==> config.mk <==
export PLATFORM = sky130hd
export DESIGN_NAME = websocket_frame_deframer_flat
export DESIGN_NICKNAME = d
export VERILOG_FILES = /design/src/hdl/wsd_pkg.sv /design/src/hdl/wsd_if.sv /design/src/hdl/wsd_core.sv /design/src/hdl/websocket_frame_deframer.sv /design/src/flat_wrapper.sv
export SDC_FILE = /design/constraint.sdc
export NUM_CORES = 1
export LEC_CHECK = 0
export BUFFER_PORTS_ARGS = -buffer_cell sky130_fd_sc_hd__buf_4
export CAP_MARGIN = 20
export CORE_MARGIN = 2
export CORE_UTILIZATION = 60
export CTS_CLUSTER_SIZE = 24
export DETAILED_ROUTE_END_ITERATION = 10
export GPL_TIMING_DRIVEN = 0
export PLACE_DENSITY_LB_ADDON = 0.05
export RECOVER_POWER = 50
export REMOVE_ABC_BUFFERS = 1
export SYNTH_ARGS = -nofsm -noshare
export SYNTH_HDL_FRONTEND = slang
export SYNTH_SLANG_ARGS = --single-unit
==> constraint.sdc <==
create_clock -name clk -period 5.55 [get_ports clk]
set_clock_uncertainty 0.05 [all_clocks]
set_input_delay 1.11 -clock clk [delete_from_list [all_inputs] [get_ports clk]]
set_output_delay 1.11 -clock clk [all_outputs]
set_load 0.01 [all_outputs]
==> src/hdl/wsd_pkg.sv <==
// ----------------------------------------------------------------------------
// wsd_pkg
// Shared types and constants for the WebSocket frame deframer.
// ----------------------------------------------------------------------------
package wsd_pkg;

  localparam int unsigned BYTE_W  = 8;
  localparam int unsigned KIND_W  = 2;
  localparam int unsigned OPC_W   = 4;
  localparam int unsigned LEN_W   = 63;
  localparam int unsigned EXT_W   = 4;
  localparam int unsigned SHORT_W = 7;

  localparam logic [SHORT_W-1:0] LEN_EXT16 = 7'd126;
  localparam logic [SHORT_W-1:0] LEN_EXT64 = 7'd127;
  localparam logic [EXT_W-1:0]   EXT16_BYTES = 4'd2;
  localparam logic [EXT_W-1:0]   EXT64_BYTES = 4'd8;

  localparam logic [OPC_W-1:0] OP_TEXT   = 4'h1;
  localparam logic [OPC_W-1:0] OP_BINARY = 4'h2;
  localparam logic [OPC_W-1:0] OP_CLOSE  = 4'h8;

  typedef enum logic [KIND_W-1:0] {
    KIND_BYTE  = 2'd0,
    KIND_EMPTY = 2'd1,
    KIND_CLOSE = 2'd2
  } kind_t;

  typedef enum logic [2:0] {
    PH_HDR0    = 3'd0,
    PH_HDR1    = 3'd1,
    PH_EXT     = 3'd2,
    PH_PAYLOAD = 3'd3,
    PH_SKIP    = 3'd4
  } phase_t;

  typedef struct packed {
    kind_t             kind;
    logic [BYTE_W-1:0] data_byte;
    logic [OPC_W-1:0]  frame_opcode;
    logic              last_in_frame;
    logic [LEN_W-1:0]  frame_length;
  } result_t;

endpackage

==> src/hdl/wsd_if.sv <==
// ----------------------------------------------------------------------------
// wsd_in_if / wsd_out_if
// Valid/ready channels for received bytes and for deframed results.
// ----------------------------------------------------------------------------
interface wsd_in_if;
  logic                      valid;
  logic                      ready;
  logic [wsd_pkg::BYTE_W-1:0] rx_byte;

  modport source (output valid, output rx_byte, input ready);
  modport sink   (input valid, input rx_byte, output ready);
endinterface

interface wsd_out_if;
  logic                       valid;
  logic                       ready;
  logic [wsd_pkg::KIND_W-1:0] kind;
  logic [wsd_pkg::BYTE_W-1:0] data_byte;
  logic [wsd_pkg::OPC_W-1:0]  frame_opcode;
  logic                       last_in_frame;
  logic [wsd_pkg::LEN_W-1:0]  frame_length;

  modport source (output valid, output kind, output data_byte, output frame_opcode,
                  output last_in_frame, output frame_length, input ready);
  modport sink   (input valid, input kind, input data_byte, input frame_opcode,
                  input last_in_frame, input frame_length, output ready);
endinterface

==> src/hdl/wsd_core.sv <==
// ----------------------------------------------------------------------------
// wsd_core
// Frame parser state and the per-byte step that updates it.
// ----------------------------------------------------------------------------
module wsd_core (
  input  logic                        clk,
  input  logic                        rst_n,
  input  logic                        step_en,
  input  logic [wsd_pkg::BYTE_W-1:0]  rx_byte,
  output logic                        res_valid,
  output wsd_pkg::result_t            res
);

  wsd_pkg::phase_t              phase_r, phase_nxt;
  logic [wsd_pkg::OPC_W-1:0]    opcode_r, opcode_nxt;
  logic [wsd_pkg::LEN_W-1:0]    length_r, length_nxt;
  logic [wsd_pkg::EXT_W-1:0]    ext_left_r, ext_left_nxt;
  logic [wsd_pkg::LEN_W-1:0]    pay_left_r, pay_left_nxt;
  logic                         closed_r, closed_nxt;

  logic [wsd_pkg::SHORT_W-1:0]  short_len;
  logic [wsd_pkg::LEN_W-1:0]    ext_len;
  logic [wsd_pkg::EXT_W-1:0]    ext_dec;
  logic [wsd_pkg::LEN_W-1:0]    pay_dec;
  logic                         is_data;
  logic                         is_close;
  logic                         hdr_done;

  assign short_len = rx_byte[wsd_pkg::SHORT_W-1:0];
  assign ext_len   = {length_r[wsd_pkg::LEN_W-wsd_pkg::BYTE_W-1:0], rx_byte};
  assign ext_dec   = (ext_left_r != '0) ? ext_left_r - 1'b1 : ext_left_r;
  assign pay_dec   = pay_left_r - 1'b1;
  assign is_data   = (opcode_r == wsd_pkg::OP_TEXT) || (opcode_r == wsd_pkg::OP_BINARY);
  assign is_close  = (opcode_r == wsd_pkg::OP_CLOSE);

  // The header is complete once the length is fully known.
  always_comb begin
    hdr_done   = 1'b0;
    length_nxt = length_r;
    case (phase_r)
      wsd_pkg::PH_HDR1: begin
        if (short_len == wsd_pkg::LEN_EXT16 || short_len == wsd_pkg::LEN_EXT64) begin
          length_nxt = '0;
        end else begin
          length_nxt = {{(wsd_pkg::LEN_W-wsd_pkg::SHORT_W){1'b0}}, short_len};
          hdr_done   = 1'b1;
        end
      end
      wsd_pkg::PH_EXT: begin
        length_nxt = ext_len;
        hdr_done   = (ext_dec == '0);
      end
      default: begin
        hdr_done = 1'b0;
      end
    endcase
  end

  always_comb begin
    phase_nxt = phase_r;
    case (phase_r)
      wsd_pkg::PH_HDR1, wsd_pkg::PH_EXT: begin
        if (phase_r == wsd_pkg::PH_HDR1 && !hdr_done) begin
          phase_nxt = wsd_pkg::PH_EXT;
        end else if (hdr_done) begin
          if (length_nxt == '0) begin
            phase_nxt = wsd_pkg::PH_HDR0;
          end else if (is_data) begin
            phase_nxt = wsd_pkg::PH_PAYLOAD;
          end else begin
            phase_nxt = wsd_pkg::PH_SKIP;
          end
        end
      end
      wsd_pkg::PH_PAYLOAD, wsd_pkg::PH_SKIP: begin
        if (pay_dec == '0) begin
          phase_nxt = wsd_pkg::PH_HDR0;
        end
      end
      default: begin
        phase_nxt = wsd_pkg::PH_HDR1;
      end
    endcase
  end

  always_comb begin
    opcode_nxt        = opcode_r;
    ext_left_nxt      = ext_left_r;
    pay_left_nxt      = pay_left_r;
    closed_nxt        = closed_r;
    res_valid         = 1'b0;
    res.kind          = wsd_pkg::KIND_BYTE;
    res.data_byte     = '0;
    res.frame_opcode  = opcode_r;
    res.last_in_frame = 1'b1;
    res.frame_length  = length_nxt;
    if (hdr_done) begin
      pay_left_nxt = length_nxt;
    end
    case (phase_r)
      wsd_pkg::PH_HDR1: begin
        if (short_len == wsd_pkg::LEN_EXT16) begin
          ext_left_nxt = wsd_pkg::EXT16_BYTES;
        end else if (short_len == wsd_pkg::LEN_EXT64) begin
          ext_left_nxt = wsd_pkg::EXT64_BYTES;
        end
      end
      wsd_pkg::PH_EXT: begin
        ext_left_nxt = ext_dec;
      end
      wsd_pkg::PH_PAYLOAD: begin
        pay_left_nxt      = pay_dec;
        res_valid         = 1'b1;
        res.data_byte     = rx_byte;
        res.last_in_frame = (pay_dec == '0);
      end
      wsd_pkg::PH_SKIP: begin
        pay_left_nxt = pay_dec;
        if (pay_dec == '0 && is_close) begin
          closed_nxt = 1'b1;
          res_valid  = 1'b1;
          res.kind   = wsd_pkg::KIND_CLOSE;
        end
      end
      default: begin
        opcode_nxt = rx_byte[wsd_pkg::OPC_W-1:0];
      end
    endcase
    if (hdr_done && length_nxt == '0) begin
      if (is_close) begin
        closed_nxt = 1'b1;
        res_valid  = 1'b1;
        res.kind   = wsd_pkg::KIND_CLOSE;
      end else if (is_data) begin
        res_valid = 1'b1;
        res.kind  = wsd_pkg::KIND_EMPTY;
      end
    end
    if (closed_r) begin
      res_valid = 1'b0;
    end
  end

  always_ff @(posedge clk) begin
    if (!rst_n) begin
      phase_r    <= wsd_pkg::PH_HDR0;
      opcode_r   <= '0;
      length_r   <= '0;
      ext_left_r <= '0;
      pay_left_r <= '0;
      closed_r   <= 1'b0;
    end else if (step_en && !closed_r) begin
      phase_r    <= (closed_nxt) ? wsd_pkg::PH_HDR0 : phase_nxt;
      opcode_r   <= opcode_nxt;
      length_r   <= length_nxt;
      ext_left_r <= ext_left_nxt;
      pay_left_r <= pay_left_nxt;
      closed_r   <= closed_nxt;
    end
  end

endmodule

==> src/hdl/websocket_frame_deframer.sv <==
// ----------------------------------------------------------------------------
// websocket_frame_deframer
// Receive-side parser for unmasked WebSocket frames, one byte per request.
// ----------------------------------------------------------------------------
// The block takes one received byte per clock while the result channel does
// not stall, and gives at most one result per byte: each payload byte of a
// text or binary frame, one marker for an empty data frame, and one close
// result at the end of a close frame, after which all input is dropped until
// reset. A byte passes an input register and then a result register before
// its result is offered, and the per-byte header and length update between
// them sets the sustained rate of one byte per cycle while not stalled.
module websocket_frame_deframer (
  input  logic             clk,
  input  logic             rst_n,
  wsd_in_if.sink           in_chan,
  wsd_out_if.source        out_chan
);

  logic                        in_valid_r;
  logic [wsd_pkg::BYTE_W-1:0]  in_byte_r;
  logic                        out_valid_r;
  wsd_pkg::result_t            out_res_r;
  logic                        advance;
  logic                        res_valid;
  wsd_pkg::result_t            res;

  assign advance       = !out_valid_r || out_chan.ready;
  assign in_chan.ready = !in_valid_r || advance;

  wsd_core u_core (
    .clk       (clk),
    .rst_n     (rst_n),
    .step_en   (in_valid_r && advance),
    .rx_byte   (in_byte_r),
    .res_valid (res_valid),
    .res       (res)
  );

  always_ff @(posedge clk) begin
    if (!rst_n) begin
      in_valid_r  <= 1'b0;
      out_valid_r <= 1'b0;
    end else begin
      if (in_chan.valid && in_chan.ready) begin
        in_valid_r <= 1'b1;
      end else if (advance) begin
        in_valid_r <= 1'b0;
      end
      if (advance) begin
        out_valid_r <= in_valid_r && res_valid;
      end
    end
  end

  always_ff @(posedge clk) begin
    if (in_chan.valid && in_chan.ready) begin
      in_byte_r <= in_chan.rx_byte;
    end
    if (advance) begin
      out_res_r <= res;
    end
  end

  assign out_chan.valid         = out_valid_r;
  assign out_chan.kind          = out_res_r.kind;
  assign out_chan.data_byte     = out_res_r.data_byte;
  assign out_chan.frame_opcode  = out_res_r.frame_opcode;
  assign out_chan.last_in_frame = out_res_r.last_in_frame;
  assign out_chan.frame_length  = out_res_r.frame_length;

endmodule

==> src/flat_wrapper.sv <==
// flat-port wrapper written by rule: the top's interface ports become plain ports
module websocket_frame_deframer_flat 
  (clk, rst_n, in_chan_valid, in_chan_rx_byte, in_chan_ready, out_chan_valid, out_chan_kind, out_chan_data_byte, out_chan_frame_opcode, out_chan_last_in_frame, out_chan_frame_length, out_chan_ready);
  wsd_in_if in_chan_i ();
  wsd_out_if out_chan_i ();
  input  logic clk;
  input  logic rst_n;
  input wire logic [$bits(in_chan_i.valid)-1:0] in_chan_valid;
  input wire logic [$bits(in_chan_i.rx_byte)-1:0] in_chan_rx_byte;
  output wire logic [$bits(in_chan_i.ready)-1:0] in_chan_ready;
  output wire logic [$bits(out_chan_i.valid)-1:0] out_chan_valid;
  output wire logic [$bits(out_chan_i.kind)-1:0] out_chan_kind;
  output wire logic [$bits(out_chan_i.data_byte)-1:0] out_chan_data_byte;
  output wire logic [$bits(out_chan_i.frame_opcode)-1:0] out_chan_frame_opcode;
  output wire logic [$bits(out_chan_i.last_in_frame)-1:0] out_chan_last_in_frame;
  output wire logic [$bits(out_chan_i.frame_length)-1:0] out_chan_frame_length;
  input wire logic [$bits(out_chan_i.ready)-1:0] out_chan_ready;
  assign in_chan_i.valid = in_chan_valid;
  assign in_chan_i.rx_byte = in_chan_rx_byte;
  assign in_chan_ready = in_chan_i.ready;
  assign out_chan_valid = out_chan_i.valid;
  assign out_chan_kind = out_chan_i.kind;
  assign out_chan_data_byte = out_chan_i.data_byte;
  assign out_chan_frame_opcode = out_chan_i.frame_opcode;
  assign out_chan_last_in_frame = out_chan_i.last_in_frame;
  assign out_chan_frame_length = out_chan_i.frame_length;
  assign out_chan_i.ready = out_chan_ready;
  websocket_frame_deframer u_core (.clk(clk), .rst_n(rst_n), .in_chan(in_chan_i), .out_chan(out_chan_i));
endmodule
After elaboration in Yosys (flattened, before gate mapping)
Index checks and enable logic that the tools add are counted.
- bits in registers: 226
- input bits: 12
- output and inout bits: 80
- word-level logic and storage cells: 92
- add/subtract/negate cells: 2
- equal/unequal tests: 12
- muxes and demuxes: 34
- bitwise operators: 1
- reductions and logical operators: 29
- operator list (operator ; number):
    zero test 63 bit ; 2
    two-way mux 63 bit ; 2
    one-hot mux 63 bit (2 select lines) ; 1
    subtractor 63 x 1 -> 63 bit, second input constant ; 1
    two-way mux 3 bit ; 6
    equality test 7 bit, second input constant ; 2
    two-way mux 1 bit ; 12
    two-way mux 4 bit ; 3
    two-way mux 2 bit ; 5
    one-hot mux 4 bit (2 select lines) ; 1
    logical AND 1 bit ; 7
    two-way mux 7 bit ; 1
    equality test 3 x 2 -> 1 bit, second input constant ; 2
    one-hot mux 3 bit (2 select lines) ; 1
    AND reduction 3 bit ; 2
    nonzero test 2 bit ; 3
    equality test 4 x 1 -> 1 bit, second input constant ; 1
    equality test 4 x 2 -> 1 bit, second input constant ; 1
    equality test 4 bit, second input constant ; 1
    zero test 1 bit ; 4
    zero test 4 bit ; 1
    logical OR 1 bit ; 4
    inequality test 4 bit, second input constant ; 1
    one-hot mux 1 bit (2 select lines) ; 2
    10 further kinds ; 12

Logic depth before layout (Yosys ltp)
Gate-level depths: netlist (run 1).
- word-level depth: 10
- gate-level depth with buffers: 14
- depth with buffers taken out: 12

Cells and area by module
A second synthesis (run 1) with hierarchy kept.
- cells, all modules: 1475
- area total of the unflattened synthesis: 12369.4 µm²
- by module, submodules not included (module ; times used ; cells each ; area an instance (µm²) ; seq. area each (µm²)):
    wsd_core ; 1 ; 1377 ; 9678.0 ; 2762.6
    websocket_frame_deframer ; 1 ; 98 ; 2691.3 ; 2622.5

Least setup slack after synthesis (run 1)
No wires, ideal clock.
- path kind: input to register
- from: input out_chan_ready
- to: register u_core.u_core.pay_left_r[21] (netlist bit)
- setup time: 0.115 ns
- arrival: 4.414 ns
- required time: 5.385 ns
- path slack: 0.972 ns
- cell stages on the path: 10
- path buffers: 3
- cell sequence: nor2b_1 inv_1 nand2_1 or2_2 clkbuf_1 a21oi_1 clkbuf_1 clkbuf_1 a21boi_0 o21a_1
- longest elaborated chain between the ends: 4
- ends and longest elaborated chain (element ; RTL line ; RTL):
    from (decl) ; flat_wrapper.sv:17 ; input wire logic [$bits(out_chan_i.ready)-1:0] out_chan_ready;
    logical OR 1 bit ; websocket_frame_deframer.sv:27 ; assign advance = !out_valid_r || out_chan.ready;
    net u_core.advance ; websocket_frame_deframer.sv:23 ; logic advance;
    logical AND 1 bit ; websocket_frame_deframer.sv:33 ; .step_en (in_valid_r && advance),
    logical AND 1 bit ; wsd_core.sv:152 ; end else if (step_en && !closed_r) begin
    AND reduction 2 bit (no source line) ; - ;
    to (signal assigned) ; wsd_core.sv:157 ; pay_left_r <= pay_left_nxt;
    to (decl) ; wsd_core.sv:18 ; logic [wsd_pkg::LEN_W-1:0] pay_left_r, pay_left_nxt;
The timed path passes the listed nets, and every way through them passes these cells.
A chain may end at the register's enable or synchronous reset.

Final worst setup path (run 1)
- from: register u_core.u_core.pay_left_r[0] (netlist bit)
- to: register u_core.u_core.phase_r[2]
- longest elaborated chain between the ends: 9
- elaborated cells between the ends (all ways): 11
- those cells by class: add/sub (1); eq/ne (2); mux (5); reduce/logical (3)
- ends and longest elaborated chain (element ; RTL line ; RTL):
    subtractor 63 x 1 -> 63 bit (*) ; wsd_core.sv:32 ; assign pay_dec = pay_left_r - 1'b1;
    zero test 63 bit (*) ; wsd_core.sv:76, wsd_core.sv:119 ;
    logical AND 1 bit ; wsd_core.sv:119 ; if (pay_dec == '0 && is_close) begin
    two-way mux 1 bit ; wsd_core.sv:119 ;
    two-way mux 1 bit ; wsd_core.sv:100 ; case (phase_r)
    two-way mux 1 bit ; wsd_core.sv:130 ; if (is_close) begin
    two-way mux 1 bit ; wsd_core.sv:129 ; if (hdr_done && length_nxt == '0) begin
    inequality test 4 bit (no source line) / inequality test 3 x 1 -> 1 bit (equally long branches) ; - ;
    AND reduction 3 bit (no source line) ; - ;
    to (signal assigned) ; wsd_core.sv:146 ; phase_r <= wsd_pkg::PH_HDR0;
    to (signal assigned) ; wsd_core.sv:153 ; phase_r <= (closed_nxt) ? wsd_pkg::PH_HDR0 : phase_nxt;
    to (decl) ; wsd_core.sv:14 ; wsd_pkg::phase_t phase_r, phase_nxt;
Mark *: on every way between the ends. The rest lies on a longest branch, timed or not.

==> load_flow_metrics.sql, run 1 <==
INSERT INTO impl_metrics (metric_group, metric, value, unit) VALUES
('logic_synthesis', 'synth.area.top_cells', 'sky130_fd_sc_hd__dfxtp_1 (23%), sky130_fd_sc_hd__edfxtp_1 (21%), sky130_fd_sc_hd__a22oi_1 (4.6%), sky130_fd_sc_hd__nor2b_1 (4.5%), sky130_fd_sc_hd__nand2_1 (3.3%)', ''),
('logic_synthesis', 'yosysMostFrequentCell', 'sky130_fd_sc_hd__dfxtp_1', ''),
('sta', 'final_min_period_over_clock_period', '96.08', '%'),
('clock_tree', 'worst_setup_hold_path_clk_slew', '0.06', 'ns'),
('cells_and_area', 'num-fill-cells', '1706', ''),
('clock_tree', 'ctsHtreeMaxLevel', '1', ''),
('critical_path', 'timing.critical_path.slowest_stage_cell', 'sky130_fd_sc_hd__nand4_1', ''),
('global_routing', 'first_global_vias', '10290', ''),
('logic_synthesis', 'synth_seq_area_share', '43.44', '%'),
('logic_synthesis', 'synth.yosys.warnings', '0', ''),
('critical_path', 'biggest_fanout_along_the_worst_timing_path', '22', ''),
('sta', 'setup_ws', '0.2178', 'ns'),
('cells_and_area', 'finish.instance_area', '0.01382', 'mm2'),
('sta', 'rsz0062_at_grt', 'no', ''),
('run_status', 'run_status', 'complete, but fails checks', ''),
('logic_synthesis', 'gate_count_post_synth', '1398', ''),
('clock_tree', 'cts_made_buffers', '25', ''),
('hold_path', 'hold_path.class', 'reg -> reg', ''),
('logic_synthesis', 'post_synth.cell_area_avg', '8.868', 'um2'),
('sta', 'slew-limit-headroom', '-6.756', '%'),
('global_routing', 'grt_overflow', '0', ''),
('drt', 'avgViaCountPerCell', '6.641', ''),
('floorplan', 'die_h', '147.8', 'um'),
('cells_and_area', 'post_layout_nonfiller_instances', '1704', ''),
('power', 'vdd_ir_drop_max', '338.7', 'uV'),
('logic_synthesis', 'synth_enable_flop_cells', '86', ''),
('sta', 'report.final.setup_viol', '0', ''),
('run_status', 'failed_checks', 'max-capacitance violations, max-slew violations', ''),
('place', 'gp_routability_congestion', '0.9167', ''),
('logic_synthesis', 'synth_seq_cells', '226', ''),
('clock_tree', 'clk_root_buffer_cell', 'sky130_fd_sc_hd__clkbuf_16', ''),
('power', 'post-layout-total-power', '3998', 'uW'),
('clock_tree', 'max-clock-path-buffers', '3', ''),
('floorplan', 'die-width', '147.8', 'um'),
('logic_synthesis', 'synth_top_area_cell', 'sky130_fd_sc_hd__dfxtp_1', ''),
('critical_path', 'cp_startpoint_kind', 'register', ''),
('floorplan', 'rows', '52', ''),
('critical_path', 'cp_cell_sequence', 'inv_1 -> ha_1 -> or3b_1 -> nor2_2 -> nand4_1 -> nor4b_2 -> xor2_1 -> or4b_1 -> or4_1 -> nor3b_2 -> o31ai_2 -> a22o_1', ''),
('drt', 'detail_route.wl_per_cell', '21.10', 'um'),
('drt', 'overall_via_count_from_detail_route', '11320', ''),
('sta', 'report.final.slew_viol_count', '34', ''),
('logic_synthesis', 'post_synthesis_instance_area', '0.01240', 'mm2'),
('clock_tree', 'clock_sink_count', '226', ''),
('drt', 'drt-total-wl', '35960', 'um'),
('drt', 'initialDrtViolationCount', '1285', ''),
('logic_synthesis', 'ys_top_cells_by_count', 'sky130_fd_sc_hd__dfxtp_1 (140), sky130_fd_sc_hd__nand2_1 (109), sky130_fd_sc_hd__clkbuf_1 (98)', ''),
('floorplan', 'top_level_ports', '92', ''),
('clock_tree', 'clk-insertion-delay-late', '0.54', 'ns'),
('critical_path', 'critical_path_required', '5.92', 'ns'),
('logic_synthesis', 'synth.lib_cells_used.distinct', '79', ''),
('global_routing', 'grt_start_max_net_pins', '123', ''),
('clock_tree', 'tritoncts_clock_tree', 'built', ''),
('logic_synthesis', 'synth_async_sr_flop_share', '0', '%'),
('global_routing', 'grt_pass1_wl', '56640', 'um'),
('drt', 'ant_nets', '0', ''),
('sta', 'timing_worst_slew_pin_value', '1.593', 'ns'),
('sta', 'hold_viol', '0', ''),
('place', 'dpl_cell_area', '0.01334', 'mm2'),
('floorplan', 'dieArea', '0.02183', 'mm2'),
('cells_and_area', 'layout-area-overhead-vs-synth', '11.49', '%'),
('power', 'p_leak', '0.005186', 'uW'),
('critical_path', 'endpoint_kind', 'register', ''),
('run', 'drv.max_cap_violation_count', '1', ''),
('global_routing', 'global_route.usage.total', '32.34', '%'),
('power', 'powerDensity', '289.2', 'mW/mm2'),
('sta', 'tns', '0', 'ns'),
('place', 'dp_hpwl', '23960', 'um'),
('drt', 'detail_route.drc_violations', '0', ''),
('global_routing', 'grt_antenna_before_repair', '1', ''),
('critical_path', 'critPathMaxStageDelay', '0.93', 'ns'),
('sta', 'max_freq', '187.5', 'MHz');
==> layer usage <==
metal / track usage, % / part of all wire (%)
met5: 0 / 0
met2: 48.91 / 45
met1: 48.06 / 44
met3: 4.660 / 8.5
met4: 10.19 / 3.0
==> layout make-up <==
class | instances | area (um2) | area share, %
Clock inverter | 5 | 37.54 | 0.2715
Timing Repair Buffer | 105 | 704.4 | 5.096
Inverter | 26 | 98.84 | 0.7151
Tap cell | 270 | 337.8 | 2.444
Clock buffer | 41 | 737.0 | 5.331
Sequential cell | 226 | 5390 | 38.99
Multi-Input combinational cell | 1031 | 6518 | 47.15
==> layout by cell type, fill, tap and decap left out, types with 31 or more instances in the layout <==
cell	n
sky130_fd_sc_hd__nand2_1	107
sky130_fd_sc_hd__nor2_1	78
sky130_fd_sc_hd__nand3_1	31
sky130_fd_sc_hd__and2_1	59
sky130_fd_sc_hd__a21oi_1	72
sky130_fd_sc_hd__and3_1	50
sky130_fd_sc_hd__clkbuf_1	91
sky130_fd_sc_hd__nor2b_1	90
sky130_fd_sc_hd__dfxtp_1	138
sky130_fd_sc_hd__edfxtp_1	86
sky130_fd_sc_hd__o21ai_0	77
sky130_fd_sc_hd__a221o_1	34
sky130_fd_sc_hd__a22oi_1	76
sky130_fd_sc_hd__nor3_1	50
==> critical path: cells and delay by family (launching register included) <==
| kind | cells | cell delay, ns |
|---|---|---|
| adder cells (fa/ha/maj) | 1 | 0.26 |
| AND/OR/NAND/NOR | 7 | 3.91 |
| buffers and inverters | 1 | 0.09 |
| flip-flops | 1 | 0.38 |
| AO/OA/AOI/OAI | 2 | 0.40 |
| XOR/XNOR | 1 | 0.11 |
==> where the power goes <==
part           switching, uW  internal [uW]  leakage (uW)
clock network            680            909      0.000377
logic                    422            212       0.00265
registers               36.0           1740       0.00216
total                   1140           2860       0.00519
==> registers in the layout, summed over array words and instances (netlist names) <==
signal / cells
u_core.out_chan.data_byte: 8
u_core.u_core.pay_left_r: 63
u_core.u_core.phase_r: 3
u_core.u_core.opcode_r: 4
u_core.out_chan.frame_length: 63
u_core.u_core.closed_r: 1
u_core.out_chan.kind: 2
u_core.out_chan.frame_opcode: 4
u_core.u_core.length_r: 63
u_core.in_valid_r: 1
u_core.out_chan.valid: 1
u_core.u_core.ext_left_r: 4
u_core.in_byte_r: 8
u_core.out_chan.last_in_frame: 1
==> through the flow <==
stage | hold WS [ns] | util [%]
2_1_floorplan | 0.4005 | -
3_3_place_gp | 0.4272 | 64.07
3_5_place_dp | 0.4401 | 65.90
4_1_cts | 0.4476 | 69.73
5_1_grt | 0.4723 | 68.32
6_report | 0.4484 | 68.32
==> path summary, 6_finish.rpt <==
kind | startpoint | endpoint | slack [ns] | cells after the start
worst max-delay path | u_core.u_core.pay_left_r[0]$_SDFFE_PN0P_ | u_core.u_core.phase_r[2]$_SDFFE_PN0P_ | 0.22 | 12
worst min-delay path | u_core.u_core.pay_left_r[61]$_SDFFE_PN0P_ | u_core.u_core.pay_left_r[61]$_SDFFE_PN0P_ | 0.45 | 2
worst max register to register | u_core.u_core.pay_left_r[0]$_SDFFE_PN0P_ | u_core.u_core.phase_r[2]$_SDFFE_PN0P_ | 0.22 | 12
worst min register to register | u_core.u_core.pay_left_r[61]$_SDFFE_PN0P_ | u_core.u_core.pay_left_r[61]$_SDFFE_PN0P_ | 0.45 | 2
==> timing repair <==
action,in CTS,in global routing
buffers inserted,0,0
setup endpoints to repair,0,7
resized for setup,0,1
==> cells by family after synthesis <==
kind of cell,Yosys count,synth area share (%)
AO/OA/AOI/OAI,369,20.42
XOR/XNOR,29,2.049
adder cells (fa/ha/maj),3,0.3028
buffers and inverters,141,4.450
flip-flops,226,43.44
multiplexers,5,0.4037
AND/OR/NAND/NOR,625,28.94
No activity file was read; power rests on OpenSTA's default activity.
==> inputs of run 2 (changes only) <==
--- a/config.mk
+++ b/config.mk
@@ -11,7 +11,6 @@
 export CORE_UTILIZATION = 60
 export CTS_CLUSTER_SIZE = 24
 export DETAILED_ROUTE_END_ITERATION = 10
-export GPL_TIMING_DRIVEN = 0
 export PLACE_DENSITY_LB_ADDON = 0.05
 export RECOVER_POWER = 50
 export REMOVE_ABC_BUFFERS = 1
==> constraint.sdc (replaced) <==
create_clock -name clk -period 6.4 [get_ports clk]
set_clock_uncertainty 0.05 [all_clocks]
set_input_delay 1.28 -clock clk [delete_from_list [all_inputs] [get_ports clk]]
set_output_delay 1.28 -clock clk [all_outputs]
set_load 0.01 [all_outputs]
==> run 2 against run 1 <==
The flow still finishes with violations (max-capacitance violations, max-slew violations). Flip-flop and latch count is the same. Combinational power shrank 15%. Via count shrank 1.2%. Final cell count is essentially flat. Clock power shrank 18%. First-iteration DRC count grew 17%. Sequential share of layout area grew 0.31 points. Critical path depth shrank 2. Global-route usage is essentially flat.
==> load_flow_metrics.sql, run 2 (same netlist as run 1, synthesis figures left out) <==
INSERT INTO impl_metrics (metric_group, metric, value, unit) VALUES
('power', 'p_switching', '982.9', 'uW'),
('clock_tree', 'ctsHtreeMaxLevel', '1', ''),
('power', 'p_seq_share', '45.4', '%'),
('power', 'vdd_ir_drop_max', '235.5', 'uV'),
('critical_path', 'regToRegEndpoint', 'u_core.u_core.phase_r[0]$_SDFFE_PN0P_', ''),
('power', 'p_int', '2401', 'uW'),
('floorplan', 'top_level_ports', '92', ''),
('drt', 'route.top_layer_used', 'met5', ''),
('drt', 'wl_met1', '16080', 'um'),
('critical_path', 'crit_path_frequent_cell', 'sky130_fd_sc_hd__nand4_1', ''),
('run_status', 'failed_checks', 'max-capacitance violations, max-slew violations', ''),
('floorplan', 'floorplan.core_area', '0.02023', 'mm2'),
('critical_path', 'worst-endpoint-arrival', '5.88', 'ns'),
('place', 'portBuffers', '91', ''),
('hold_path', 'hold_start', 'u_core.u_core.pay_left_r[8]$_SDFFE_PN0P_', ''),
('critical_path', 'critPathMaxStageDelay', '1.47', 'ns'),
('hold_path', 'hold_path.class', 'reg -> reg', ''),
('drt', 'met2RoutedLength', '15990', 'um'),
('floorplan', 'die-width', '147.8', 'um'),
('clock_tree', 'tritoncts_clock_tree', 'built', ''),
('power', 'p_leak', '0.005254', 'uW'),
('clock_tree', 'cts_setup_buffers', '0', ''),
('hold_path', 'worstHoldPathCells', '2', ''),
('drt', 'ant_nets', '0', ''),
('drt', 'number_of_search_and_repair_iterations_in_the_first_detailed_routing_pass', '5', ''),
('cells_and_area', 'most-common-layout-cells', 'sky130_fd_sc_hd__dfxtp_1 (139), sky130_fd_sc_hd__nand2_1 (107), sky130_fd_sc_hd__nor2b_1 (90)', ''),
('critical_path', 'critical_path.reg2reg.startpoint', 'u_core.u_core.phase_r[0]$_SDFFE_PN0P_', ''),
('drt', 'detail_route.wl_per_cell', '21.39', 'um'),
('critical_path', 'critPathTopFamily', 'simple AND/OR/NAND/NOR gates', ''),
('run_status', 'run_status', 'complete, but fails checks', ''),
('critical_path', 'worstRegToRegCells', '10', ''),
('power', 'powerDensity', '246.9', 'mW/mm2'),
('critical_path', 'setup.reg_to_reg.worst_slack', '0.90', 'ns'),
('global_routing', 'grt_overflow', '0', ''),
('power', 'clockPowerShare', '38.7', '%'),
('floorplan', 'dieArea', '0.02183', 'mm2'),
('cells_and_area', 'mostFrequentLayoutCell', 'sky130_fd_sc_hd__dfxtp_1', ''),
('clock_tree', 'post_cts.resized_instances', '0', ''),
('place', 'dp_hpwl', '23530', 'um'),
('sta', 'report.final.setup_viol', '0', ''),
('clock_tree', 'clock_sink_count', '226', ''),
('floorplan', 'rows', '52', ''),
('critical_path', 'cp_cell_sequence', 'clkbuf_1 -> or3b_2 -> nand4_1 -> or4_1 -> nor4_1 -> nand4_1 -> nor4b_2 -> a211oi_1 -> o21a_1 -> a32o_1', ''),
('sta', 'timing_worst_slew_pin_value', '4.427', 'ns'),
('power', 'post-layout-total-power', '3384', 'uW'),
('clock_tree', 'max-clock-path-buffers', '3', ''),
('critical_path', 'timing.critical_path.slowest_stage_cell', 'sky130_fd_sc_hd__clkbuf_1', ''),
('global_routing', 'first_global_vias', '10000', ''),
('drt', 'drt-total-wl', '36430', 'um'),
('cells_and_area', 'final_core_util', '67.73', '%'),
('sta', 'final.min_clock_period', '5.499', 'ns'),
('cells_and_area', 'layout-area-overhead-vs-synth', '10.54', '%'),
('power', 'pwr-share-comb', '15.9', '%'),
('sta', 'hold_viol', '0', ''),
('run', 'drv.max_cap_violation_count', '5', ''),
('global_routing', 'grt_antenna_before_repair', '1', ''),
('drt', 'met3RoutedLength', '3255', 'um'),
('drt', 'initialDrtViolationCount', '1508', ''),
('clock_tree', 'clk-insertion-delay-late', '0.54', 'ns'),
('critical_path', 'critical_path_required', '6.79', 'ns'),
('clock_tree', 'cts_made_buffers', '24', ''),
('global_routing', 'global_route.usage.total', '32.37', '%'),
('critical_path', 'path_class', 'reg -> reg', ''),
('sta', 'final_min_period_over_clock_period', '85.92', '%'),
('floorplan', 'initial_core_util', '61.27', '%'),
('clock_tree', 'holdBufCountCts', '0', ''),
('critical_path', 'worst-path-buf-inv', '1', ''),
('critical_path', 'cp_startpoint_kind', 'register', ''),
('sta', 'report.final.slew_viol_count', '272', ''),
('critical_path', 'endpoint_kind', 'register', ''),
('sta', 'max_freq', '181.8', 'MHz'),
('place', 'gp_routability_congestion', '0.9766', ''),
('floorplan', 'die_h', '147.8', 'um'),
('cells_and_area', 'nets', '1429', ''),
('drt', 'detail_route.drc_violations', '0', ''),
('global_routing', 'grt_pass1_wl', '56150', 'um'),
('cells_and_area', 'final_layout_size_suffix_gt1_share', '9.637', '%'),
('drt', 'overall_via_count_from_detail_route', '11180', ''),
('sta', 'final.hold.worst_slack', '0.4594', 'ns'),
('clock_tree', 'worst_setup_hold_path_clk_slew', '0.06', 'ns'),
('sta', 'rsz0062_at_grt', 'no', ''),
('cells_and_area', 'num-fill-cells', '1712', ''),
('drt', 'avgViaCountPerCell', '6.566', ''),
('clock_tree', 'clk_root_buffer_cell', 'sky130_fd_sc_hd__clkbuf_16', ''),
('hold_path', 'holdPathEnd', 'u_core.u_core.pay_left_r[8]$_SDFFE_PN0P_', ''),
('power', 'switching_share', '29.05', '%'),
('sta', 'slew-limit-headroom', '-195.1', '%'),
('critical_path', 'biggest_fanout_along_the_worst_timing_path', '53', ''),
('global_routing', 'grt_start_max_net_pins', '101', '');
[run 2: cell count changes in the layout (fill, tap and decap cells not counted), sizes merged]
| cell | change |
|---|---|
| diode | +1 |
| clkinvlp | +1 |
| inv | -1 |
| clkbuf | -49 |
| clkinv | +4 |
| buf | +43 |
[run 2: layout make-up]
cell class                 instances  area (um2)  share of cell area, %
sequential                       226        5386                  39.30
timing repair buffer             105       649.4                  4.738
tap                              270       337.8                  2.465
clock inverter                     9       67.56                 0.4930
inverter                          26       98.84                 0.7213
antenna                            1       2.502                0.01826
clock buffer                      35       661.9                  4.830
multi-input combinational       1031        6500                  47.43
[run 2: power by group through the flow]
stage               Sequential, uW  Combinational (uW)  Clock, uW
floorplan                     1570                 349          0
global placement              1570                 524          0
detailed placement            1570                 528          0
CTS                           1530                 532       1320
global route                  1540                 584       1370
finish                        1540                 539       1310
[run 2: per-stage QoR]
| stage | std cells | TNS, ns | setup slack [ns] | cell area (um2) |
|---|---|---|---|---|
| floorplan | 1283 | -52.70 | -1.118 | 11940 |
| global placement | 1658 | 0 | 1.624 | 13120 |
| detailed placement | 1658 | 0 | 1.564 | 13120 |
| CTS | 1702 | 0 | 1.551 | 13850 |
| global route | 1702 | 0 | 0.5980 | 13700 |
| finish | 1703 | 0 | 0.9009 | 13700 |
[run 2: how the worst max path moves through the flow]
stage | slack [ns] | cells after the start | end | start
2_1_floorplan | -1.12 | 6 | u_core.u_core.pay_left_r[14]$_SDFFE_PN0P_ | u_core.u_core.phase_r[1]$_SDFFE_PN0P_
3_3_place_gp | 1.62 | 12 | u_core.u_core.phase_r[1]$_SDFFE_PN0P_ | u_core.u_core.pay_left_r[0]$_SDFFE_PN0P_
3_5_place_dp | 1.56 | 12 | u_core.u_core.phase_r[2]$_SDFFE_PN0P_ | u_core.u_core.pay_left_r[0]$_SDFFE_PN0P_
4_1_cts | 1.55 | 12 | u_core.u_core.phase_r[2]$_SDFFE_PN0P_ | u_core.u_core.pay_left_r[0]$_SDFFE_PN0P_
5_1_grt | 0.60 | 10 | u_core.u_core.phase_r[0]$_SDFFE_PN0P_ | u_core.u_core.phase_r[0]$_SDFFE_PN0P_
6_report | 0.90 | 10 | u_core.u_core.phase_r[0]$_SDFFE_PN0P_ | u_core.u_core.phase_r[0]$_SDFFE_PN0P_
[run 2: worst register-to-register path, cell delays in order (launching register included)]
cell and delay [ns]:
sky130_fd_sc_hd__dfxtp_1 0.96, sky130_fd_sc_hd__clkbuf_1 1.48, sky130_fd_sc_hd__or3b_2 0.32, sky130_fd_sc_hd__nand4_1 0.27, sky130_fd_sc_hd__or4_1 0.59, sky130_fd_sc_hd__nor4_1 0.34
sky130_fd_sc_hd__nand4_1 0.26, sky130_fd_sc_hd__nor4b_2 0.57, sky130_fd_sc_hd__a211oi_1 0.15, sky130_fd_sc_hd__o21a_1 0.17, sky130_fd_sc_hd__a32o_1 0.22
[run 2: routing by layer]
metal,up-vias,global-route usage [%]
met5,-,0
met4,2,10.05
met3,69,6.019
met2,462,47.88
met1,5390,48.19
li1,5259,-
